[src/hw/rtl/ffd_pkg.sv]
// ----------------------------------------------------------------------------
// Fixed frame deframer package
// Frame geometry, register indexes and the control bundle that the
// sequencer hands to the window cell chain.
// ----------------------------------------------------------------------------
package ffd_pkg;

   // Frame layout: one header byte, the payload, one tail byte.
   localparam int PAYLOAD_BYTES = 53;
   localparam int FRAME_BYTES   = PAYLOAD_BYTES + 2;

   // The fill count must hold every value from zero to a full frame.
   localparam int FILL_W = $clog2(FRAME_BYTES + 1);

   localparam int BYTE_W    = 8;
   localparam int CSR_IDX_W = 2;
   localparam int CSR_DAT_W = 8;

   // Configuration register indexes.
   localparam logic [CSR_IDX_W-1:0] CSR_HEADER = CSR_IDX_W'(0);
   localparam logic [CSR_IDX_W-1:0] CSR_TAIL   = CSR_IDX_W'(1);

   // Reset values of the marker registers.
   localparam logic [BYTE_W-1:0] HEADER_RESET = 8'hAA;
   localparam logic [BYTE_W-1:0] TAIL_RESET   = 8'hBB;

   // Commands from the sequencer to the window cells.
   typedef struct packed {
      logic              load_en;
      logic              shift_en;
      logic [FILL_W-1:0] wr_pos;
   } ctrl_type;

endpackage

[src/hw/rtl/ffd_cell.sv]
// ----------------------------------------------------------------------------
// Window cell
// Holds one byte of the frame window. It either loads a new request byte,
// takes the byte of its right-hand neighbor when the window shifts, or holds.
// ----------------------------------------------------------------------------
module ffd_cell (
   input  logic                        clock,
   input  logic                        load_en,
   input  logic                        shift_en,
   input  logic [ffd_pkg::BYTE_W-1:0]  load_data,
   input  logic [ffd_pkg::BYTE_W-1:0]  next_data,
   output logic [ffd_pkg::BYTE_W-1:0]  data
);
   import ffd_pkg::*;

   logic [BYTE_W-1:0] data_ff;
   logic [BYTE_W-1:0] data_in;

   // Loading and shifting never happen in the same cycle.
   always_comb begin
      data_in = data_ff;
      if (load_en) begin
         data_in = load_data;
      end else if (shift_en) begin
         data_in = next_data;
      end
   end

   // Payload register, no reset needed.
   always_ff @(posedge clock) begin
      data_ff <= data_in;
   end

   assign data = data_ff;

endmodule

[src/hw/rtl/ffd_ctrl.sv]
// ----------------------------------------------------------------------------
// Deframer sequencer
// Tracks the window fill, drops leading bytes that are not the header,
// checks the tail marker on a full window and streams the payload out.
// ----------------------------------------------------------------------------
module ffd_ctrl (
   input  logic                        clock,
   input  logic                        reset,
   input  logic                        req_valid,
   input  logic                        rsp_stall,
   input  logic [ffd_pkg::BYTE_W-1:0]  front_byte,
   input  logic [ffd_pkg::BYTE_W-1:0]  tail_pos_byte,
   input  logic [ffd_pkg::BYTE_W-1:0]  header_byte,
   input  logic [ffd_pkg::BYTE_W-1:0]  tail_byte,
   output ffd_pkg::ctrl_type           ctrl,
   output logic                        req_stall,
   output logic                        rsp_valid,
   output logic                        rsp_frame_last
);
   import ffd_pkg::*;

   typedef enum logic [1:0] {
      ST_IDLE,
      ST_ALIGN,
      ST_EMIT
   } state_type;

   localparam logic [FILL_W-1:0] FILL_FULL = FILL_W'(FRAME_BYTES);
   localparam logic [FILL_W-1:0] FILL_ONE  = FILL_W'(1);
   localparam logic [FILL_W-1:0] FILL_LAST = FILL_W'(2);

   state_type         state_ff;
   state_type         state_in;
   logic [FILL_W-1:0] fill_ff;
   logic [FILL_W-1:0] fill_in;
   logic              shift_en;
   logic              load_en;
   logic [FILL_W-1:0] wr_pos;

   // A full window left behind restarts at the front.
   assign wr_pos = (fill_ff >= FILL_FULL) ? '0 : fill_ff;

   // Next-state logic: one window shift per cycle at most.
   always_comb begin
      state_in = state_ff;
      fill_in  = fill_ff;
      shift_en = 1'b0;
      load_en  = 1'b0;
      unique case (state_ff)
         ST_IDLE: begin
            if (req_valid) begin
               load_en  = 1'b1;
               fill_in  = wr_pos + FILL_ONE;
               state_in = ST_ALIGN;
            end
         end
         ST_ALIGN: begin
            priority if (fill_ff == '0) begin
               state_in = ST_IDLE;
            end else if (front_byte != header_byte) begin
               shift_en = 1'b1;
               fill_in  = fill_ff - FILL_ONE;
            end else if (fill_ff < FILL_FULL) begin
               state_in = ST_IDLE;
            end else if (tail_pos_byte != tail_byte) begin
               shift_en = 1'b1;
               fill_in  = fill_ff - FILL_ONE;
            end else begin
               // Valid frame: drop the header and stream the payload.
               shift_en = 1'b1;
               fill_in  = fill_ff - FILL_ONE;
               state_in = ST_EMIT;
            end
         end
         ST_EMIT: begin
            if (!rsp_stall) begin
               shift_en = 1'b1;
               if (fill_ff == FILL_LAST) begin
                  fill_in  = '0;
                  state_in = ST_IDLE;
               end else begin
                  fill_in = fill_ff - FILL_ONE;
               end
            end
         end
         default: begin
            state_in = ST_IDLE;
         end
      endcase
   end

   // State and fill count.
   always_ff @(posedge clock) begin
      if (reset) begin
         state_ff <= ST_IDLE;
         fill_ff  <= '0;
      end else begin
         state_ff <= state_in;
         fill_ff  <= fill_in;
      end
   end

   // Only the tail byte remains behind the final payload byte.
   assign rsp_valid      = (state_ff == ST_EMIT);
   assign rsp_frame_last = (fill_ff == FILL_LAST);
   assign req_stall      = reset || (state_ff != ST_IDLE);

   assign ctrl.load_en  = load_en;
   assign ctrl.shift_en = shift_en;
   assign ctrl.wr_pos   = wr_pos;

endmodule

[src/hw/rtl/fixed_frame_deframer_top.sv]
// ----------------------------------------------------------------------------
// Fixed frame deframer, top level
// Byte-serial deframer for frames of one header, a fixed payload and a tail.
// ----------------------------------------------------------------------------
// The window is a chain of byte cells that shifts toward the front by one
// byte per cycle, and holds while a response is stalled or the block is idle.
// A request byte is loaded first; the window then drops each leading
// non-header byte, and the header of each full window with a bad tail.
// A valid frame is delivered as 53 responses at one per cycle while
// rsp_stall is low; no request is taken until the last one is out.
// Marker registers may only be written while the block is idle.
// ----------------------------------------------------------------------------
module fixed_frame_deframer_top (
   input  logic                           clock,
   input  logic                           reset,
   input  logic                           req_valid,
   output logic                           req_stall,
   input  logic [ffd_pkg::BYTE_W-1:0]     req_rx_byte,
   output logic                           rsp_valid,
   input  logic                           rsp_stall,
   output logic [ffd_pkg::BYTE_W-1:0]     rsp_payload_byte,
   output logic                           rsp_frame_last,
   input  logic                           csr_wr_en,
   input  logic [ffd_pkg::CSR_IDX_W-1:0]  csr_index,
   input  logic [ffd_pkg::CSR_DAT_W-1:0]  csr_wdata
);
   import ffd_pkg::*;

   logic [BYTE_W-1:0] header_ff;
   logic [BYTE_W-1:0] tail_ff;
   logic [BYTE_W-1:0] cell_data [FRAME_BYTES];
   ctrl_type          ctrl;

   // Marker registers; unknown indexes are ignored.
   always_ff @(posedge clock) begin
      if (reset) begin
         header_ff <= HEADER_RESET;
         tail_ff   <= TAIL_RESET;
      end else if (csr_wr_en) begin
         if (csr_index == CSR_HEADER) begin
            header_ff <= csr_wdata[BYTE_W-1:0];
         end else if (csr_index == CSR_TAIL) begin
            tail_ff <= csr_wdata[BYTE_W-1:0];
         end
      end
   end

   // Sequencer.
   ffd_ctrl u_ctrl (
      .clock          (clock),
      .reset          (reset),
      .req_valid      (req_valid),
      .rsp_stall      (rsp_stall),
      .front_byte     (cell_data[0]),
      .tail_pos_byte  (cell_data[FRAME_BYTES-1]),
      .header_byte    (header_ff),
      .tail_byte      (tail_ff),
      .ctrl           (ctrl),
      .req_stall      (req_stall),
      .rsp_valid      (rsp_valid),
      .rsp_frame_last (rsp_frame_last)
   );

   // Window cell chain; cell zero is the front of the window.
   for (genvar i = 0; i < FRAME_BYTES; i++) begin : g_cell
      logic [BYTE_W-1:0] next_data;
      logic              load_en;

      if (i == FRAME_BYTES - 1) begin : g_end
         assign next_data = '0;
      end else begin : g_mid
         assign next_data = cell_data[i+1];
      end

      assign load_en = ctrl.load_en && (ctrl.wr_pos == FILL_W'(i));

      ffd_cell u_cell (
         .clock     (clock),
         .load_en   (load_en),
         .shift_en  (ctrl.shift_en),
         .load_data (req_rx_byte),
         .next_data (next_data),
         .data      (cell_data[i])
      );
   end

   // The front cell carries the payload byte being delivered.
   assign rsp_payload_byte = cell_data[0];

endmodule

[config.mk]
export PLATFORM = sky130hd
export DESIGN_NAME = fixed_frame_deframer_top
export DESIGN_NICKNAME = d
export VERILOG_FILES = /design/src/hw/rtl/ffd_pkg.sv /design/src/hw/rtl/ffd_cell.sv /design/src/hw/rtl/ffd_ctrl.sv /design/src/hw/rtl/fixed_frame_deframer_top.sv
export SDC_FILE = /design/constraint.sdc
export NUM_CORES = 1
export LEC_CHECK = 0
export BUFFER_PORTS_ARGS = -buffer_cell sky130_fd_sc_hd__clkbuf_2
export CAP_MARGIN = 40
export CORE_ASPECT_RATIO = 0.7
export CORE_MARGIN = 5
export CORE_UTILIZATION = 45
export CTS_CLUSTER_DIAMETER = 80
export DETAILED_ROUTE_END_ITERATION = 16
export HOLD_SLACK_MARGIN = 0.03
export PLACE_DENSITY = 0.59
export SKIP_CTS_REPAIR_TIMING = 1
export SLEW_MARGIN = 30
export SYNTH_ARGS = -nofsm -noshare
export SYNTH_HDL_FRONTEND = slang
export SYNTH_HIERARCHICAL = 1
export SYNTH_SLANG_ARGS = --single-unit
export TNS_END_PERCENT = 1
[constraint.sdc]
create_clock -name clock -period 5.5 [get_ports clock]
set_input_delay 0.55 -clock clock [delete_from_list [all_inputs] [get_ports clock]]
set_output_delay 0.55 -clock clock [all_outputs]
set_load 0.01 [all_outputs]
==> results of run 1 <==
## power groups by stage
| stage | Clock, uW | Sequential (uW) | Combinational (uW) |
|---|---|---|---|
| after floorplan | 0 | 4720 | 1330 |
| after global placement | 0 | 4840 | 1710 |
| after detailed placement | 0 | 4820 | 1760 |
| after CTS | 3240 | 4770 | 1770 |
| after global routing | 3400 | 4800 | 1900 |
| final | 3160 | 4760 | 1780 |
## sequential cells by signal, summed over array words and instances (netlist names)
| signal | flops |
|---|---|
| g_cell.u_cell/data | 440 |
| header_ff | 8 |
| tail_ff | 8 |
| u_ctrl/fill_ff | 6 |
| u_ctrl/state_ff | 2 |
## tightest hold or removal path: stages
cell	delay (ns)
clkbuf_2	0.10
nand2b_1	0.08
mux2i_1	0.06
## through the flow
step	hold WS, ns	cell area [sq um]	power (uW)
2_1_floorplan	0.462	23000	6060
5_1_grt	0.274	25400	10100
4_1_cts	0.245	25300	9780
3_3_place_gp	0.481	23500	6550
6_report	0.288	25400	9700
3_5_place_dp	0.479	23800	6580
## worst max path at each step
stage	start	endpoint	slack, ns	cells after the start
2_1_floorplan	u_ctrl/fill_ff[0]	g_cell[17].u_cell/data[0]	2.92	8
3_3_place_gp	u_ctrl/fill_ff[0]	g_cell[1].u_cell/data[2]	1.30	7
3_5_place_dp	u_ctrl/fill_ff[0]	g_cell[37].u_cell/data[2]	1.90	7
4_1_cts	u_ctrl/fill_ff[0]	g_cell[37].u_cell/data[2]	1.82	7
5_1_grt	u_ctrl/fill_ff[4]	g_cell[26].u_cell/data[0]	1.78	8
6_report	u_ctrl/fill_ff[0]	g_cell[1].u_cell/data[5]	1.95	7
## layout make-up
cell class / instances / area share
clock buffer: 61 / 0.0500
clock inverter: 23 / 0.00915
inverter: 13 / 0.00192
multi-input combinational: 730 / 0.338
sequential: 464 / 0.538
tap: 674 / 0.0332
timing repair buffer: 96 / 0.0298
## placed cells by master (no fill, tap or decap), types with 5 or more instances in the layout
cell type  instances
clkbuf_16         49
inv_1             13
clkbuf_1          12
nand4_1            7
clkinv_1           8
nor2_1            63
bufinv_16          5
o21ai_0            7
nand2b_1          13
clkbuf_2          31
conb_1             8
edfxtp_1         440
or2_1             55
xnor2_1           17
mux2i_1           17
clkbuf_4           5
buf_4             50
nor2_2            11
ha_1               8
mux2_4           440
nand4bb_1          5
dfxtp_1           24
nand2_1            7
a21oi_1            8
clkinv_2           9
buf_16             5
## cells by family after synthesis
kind of cell,after synthesis
and+or+nand+nor,195
DFF,464
other,1
muxes,457
xor gates and xnor gates,17
AOI/OAI and AO/OA,45
buffers and inverters,89
adders and majority gates,8
## per-layer routing
metal / part of all wire / GRT usage
met5: 0 / 0
met3: 0.036 / 0.0249
met2: 0.42 / 0.239
met4: 0.016 / 0.0333
met1: 0.53 / 0.259
==> results.toml, run 1 <==
[outcome]
status = "complete, no violations"

[timing]
setup_violations = 0
setup_tns_ns = 0
tightest_slew_ns = 0.785
relSlewSlack = 0.476
hold_viol_final = 0
rsz0062_at_grt = "no"
timing.fmax_ghz = 0.282
slew_violations = 0
post-route-period-util = 0.645
clock_skew_ns = 0.0139
fin_crit_ns = 3.55
setup_slack_ns = 1.95

[power]
powerDensity_nw_per_um2 = 381
pwr-share-clk = 0.326
peakVddDrop_uv = 215
p_comb_frac = 0.183
leakage_uw = 0.00925
pwr-share-seq = 0.491
p_sw_uw = 2460
power.internal_uw = 7240
swShare = 0.253

[worst_hold_path]
worstHoldStart = "csr_wdata[4]"
hp-class = "primary input to flop"
holdPathStages = 3
hold_end = "header_ff[4]"

[critical_path]
crit_fanout = 19
worst_setup_path_start_kind = "flop"
reg2reg_depth = 7
path_buf_inv = 0
cpMostUsedCell = "nor2_2"
path_cells = "ha_1 -> a21oi_4 -> nor2_4 -> nor2_2 -> or4b_1 -> nor2_2 -> or2_1"
slowest_delay_ns = 0.65
worst_path_max_delay_cell = "nor2_2"
r2r_slack_ns = 1.95
cp_top_family = "simple AND/OR/NAND/NOR gates"
path_class = "flop to flop"
cp.required_ns = 5.72
cp.arrival_ns = 3.77
r2r-start = "u_ctrl/fill_ff[0]"
r2r-end = "g_cell[1].u_cell/data[5]"
endpoint_kind = "flop"

[clock_network]
insertion_delay_ns = 0.56
cts_buffer_depth = 3
clkSlewWorstSetupHoldPaths_ns = 0.06
cts_buffers = 46
h-tree-depth = 2
cts_tree = "yes"
cts_root_buf = "clkbuf_16"
cts_num_sinks = 464

[synthesis]
synth_top_family_by_area = "multiplexers"
yosys-top-cells-count = "edfxtp_1 (440), mux2_4 (440), nor2_1 (74)"
synthSimpleGateAreaFrac = 0.0480
synth.area.top_cells = "edfxtp_1 (58%), mux2_4 (29%), buf_6 (2.8%), dfxtp_1 (2.1%), or2_1 (1.5%)"
synth_edf_count = 440
ys_ff_latch = 464
ys_warn_count = 6
synth_mux_area_frac = 0.295
synth_xor_area_frac = 0.00648
synth_ff_type = "edfxtp_1"
syn_area_sq_um = 23000
avgSynthCellArea_sq_um = 18.0
synthCells = 1276
synth_compound_area_frac = 0.0160
synth_fa_ha_area_frac = 0.00436
synth_top_cell_by_area = "edfxtp_1"
synthArstFlopShare = 0
yosys.area.top_type_share = 0.575
synth_cell_types = 64
ys_seq_area_frac = 0.596

[routing]
first_iter_violations = 876
wl_per_cell_microns = 22.5
postRouteAntennaNets = 0
drtPass1Iterations = 5
vias = 11000
drcViolationCount = 0
drt-total-wl_microns = 46400
drt-vias-per-instance = 5.32

[placed_design]
post-place-ws_ns = 1.90
place.port_buffers = 33
place_congestion = 0.774
dp_hpwl_microns = 28500
dp_cells = 1967

[final_layout]
final_cells = 2061
num-fill-cells = 4209
drive_above_1_share = 0.457
utilization = 0.503
n_antenna_cell = 0
layout.nets = 1382
multi_input_area_sq_um = 8590
syn_to_final_growth_pct = 10.7
regArea_sq_um = 13700

[global_routing]
grt_pass1_wl_microns = 70300
grt_pass1_vias = 11200
grt_start_max_net_pins = 56
grt_use_total = 0.163
antenna_found_initial = 0
grt_overflow = 0

[floorplanning]
die_area_sq_um = 55700
num_rows = 69
die_y_microns = 199
ios = 34
core_sq_um = 50600
start_util = 0.454
die_x_microns = 280

[job]
cap_violations = 0
(Power assumes the default switching activity.)
==> run 2, diff against run 1 <==
--- a/config.mk
+++ b/config.mk
@@ -5,6 +5,7 @@
 export SDC_FILE = /design/constraint.sdc
 export NUM_CORES = 1
 export LEC_CHECK = 0
+export ABC_AREA = 1
 export BUFFER_PORTS_ARGS = -buffer_cell sky130_fd_sc_hd__clkbuf_2
 export CAP_MARGIN = 40
 export CORE_ASPECT_RATIO = 0.7
@@ -13,7 +14,7 @@
 export CTS_CLUSTER_DIAMETER = 80
 export DETAILED_ROUTE_END_ITERATION = 16
 export HOLD_SLACK_MARGIN = 0.03
-export PLACE_DENSITY = 0.59
+export PLACE_DENSITY = 0.62
 export SKIP_CTS_REPAIR_TIMING = 1
 export SLEW_MARGIN = 30
 export SYNTH_ARGS = -nofsm -noshare
==> constraint.sdc (replaced) <==
create_clock -name clock -period 2.85 [get_ports clock]
set_input_delay 0.285 -clock clock [delete_from_list [all_inputs] [get_ports clock]]
set_output_delay 0.285 -clock clock [all_outputs]
set_load 0.01 [all_outputs]
==> results.toml, run 2 <==
[floorplanning]
num_rows = 67
die_y_microns = 193
die_x_microns = 271
ios = 34
die_area_sq_um = 52300
start_util = 0.452
core_sq_um = 47500

[synthesis]
synth_ff_type = "edfxtp_1"
synth_top_cell_by_area = "edfxtp_1"
syn_area_sq_um = 21500
yosys-top-cells-count = "nand2_1 (1427), edfxtp_1 (440), nor2_1 (97)"
ys_ff_latch = 464
yosys.area.top_type_share = 0.615
synthArstFlopShare = 0
synth_edf_count = 440
avgSynthCellArea_sq_um = 9.31
ys_warn_count = 6
synth.area.top_cells = "edfxtp_1 (61%), nand2_1 (25%), buf_6 (3.0%), dfxtp_1 (2.2%), nor2_1 (1.7%)"
synthCells = 2310
ys_seq_area_frac = 0.637
yosysMostFrequentCell = "nand2_1"
synth_cell_types = 31

[critical_path]
cpMostUsedCell = "inv_1"
path_cells = "ha_1 -> inv_1 -> nand2_4 -> nand3_4 -> nand2_2 -> inv_1 -> inv_1 -> nor2_1 -> nand2_1 -> buf_4 -> nor2_1 -> or2_1"
path_class = "flop to flop"
cp.required_ns = 3.07
crit_fanout = 8
cp.arrival_ns = 2.84
worst_setup_path_start_kind = "flop"
slowest_delay_ns = 0.36
worst_path_max_delay_cell = "or2_1"
endpoint_kind = "flop"

[routing]
drt-total-wl_microns = 50200
postRouteAntennaNets = 0
vias = 15100
first_iter_violations = 1363
drcViolationCount = 0
drtPass1Iterations = 6
wl_per_cell_microns = 16.4
drt-vias-per-instance = 4.93

[placed_design]
place_area_sq_um = 22400
post-place-ws_ns = 0.253
place.port_buffers = 33
place_congestion = 0.885
dp_hpwl_microns = 31700
dp_cells = 2978

[final_layout]
num-fill-cells = 4257
final_cells = 3069
layout_commonest_cell = "nand2_1"
regArea_sq_um = 13700
multi_input_area_sq_um = 6730
largest_reg_flops = 440
drive_above_1_share = 0.101
layout.nets = 2442
layout_common_cells = "nand2_1 (1427), edfxtp_1 (440), nor2_1 (95)"
syn_to_final_growth_pct = 11.3
n_antenna_cell = 0
fin_area_sq_um = 23900

[clock_network]
cts_buffers = 46
insertion_delay_ns = 0.56
cts_tree = "yes"
cts_num_sinks = 464
cts_buffer_depth = 3
h-tree-depth = 2
cts_root_buf = "clkbuf_16"
clkSlewWorstSetupHoldPaths_ns = 0.06

[timing]
setup_tns_ns = 0
setup_violations = 0
timing.fmax_ghz = 0.382
setup_slack_ns = 0.235
clock_skew_ns = 0.0194
rsz0062_at_grt = "no"
fin_crit_ns = 2.62
relSlewSlack = 0.407
slew_violations = 0
tightest_slew_ns = 0.889
hold_viol_final = 0
post-route-period-util = 0.918

[worst_hold_path]
hp-class = "primary input to flop"

[global_routing]
grt_use_total = 0.190
grt_overflow = 0
grt_pass1_vias = 14200
grt_start_max_net_pins = 56
antenna_found_initial = 1
grt_pass1_wl_microns = 79200

[power]
p_total_uw = 20100
powerDensity_nw_per_um2 = 842
peakVddDrop_uv = 409
leakage_uw = 0.0104

[outcome]
status = "complete, no violations"

[job]
cap_violations = 0
-- run 2: kinds of logic (layout without fill, tap and decap cells) --
group                    Yosys count  after routing  share of synthesized area
other                              1              8                   0.000174
AND/OR/NAND/NOR                 1630           1630                      0.297
AO/OA/AOI/OAI                     17             17                    0.00437
adder cells (fa/ha/maj)            8              8                    0.00466
flip-flops                       464            464                      0.637
buffers and inverters            179            310                     0.0524
XOR/XNOR                          11             11                    0.00448
-- run 2: path summary, 6_finish.rpt --
kind / from / depth (start not counted) / to / slack (ns)
hold / removal: csr_wdata[7] / 3 / header_ff[7] / 0.02
setup / recovery: u_ctrl/fill_ff[0] / 12 / g_cell[1].u_cell/data[2] / 0.23
setup reg to reg: u_ctrl/fill_ff[0] / 12 / g_cell[1].u_cell/data[2] / 0.23
hold reg to reg: header_ff[3] / 2 / header_ff[3] / 0.49
-- run 2: cell type report --
cell class / count / share of cell area
clock buffers: 66 / 0.0536
clock inverters: 19 / 0.00654
inverters: 112 / 0.0176
multi-input cells: 1674 / 0.281
flip-flops and latches: 464 / 0.572
well taps: 621 / 0.0325
repair buffers: 113 / 0.0365
-- run 2: per-layer routing --
layer / share of wire / track usage
met2: 0.42 / 0.286
met5: 0 / 0
met3: 0.067 / 0.0316
met1: 0.50 / 0.296
met4: 0.013 / 0.0345
-- run 2: critical path: cells and delay by family (launching register included) --
family                   cells  cell delay [ns]
AND/OR/NAND/NOR              7             1.23
buffers and inverters        4             0.49
flip-flops                   1             0.34
adder cells (fa/ha/maj)      1             0.20
-- run 2: per-stage QoR --
step	hold slack, ns	utilization
floorplan	0.420	-
global placement	0.471	0.471
detailed placement	0.473	0.471
CTS	-0.0268	0.502
global route	0.0320	0.503
finish	0.0231	0.503
-- run 2: power breakdown --
part / switching (uW) / internal (uW)
sequential: 600 / 9870
clock: 2540 / 3330
combinational: 2680 / 1120
total: 5820 / 14300
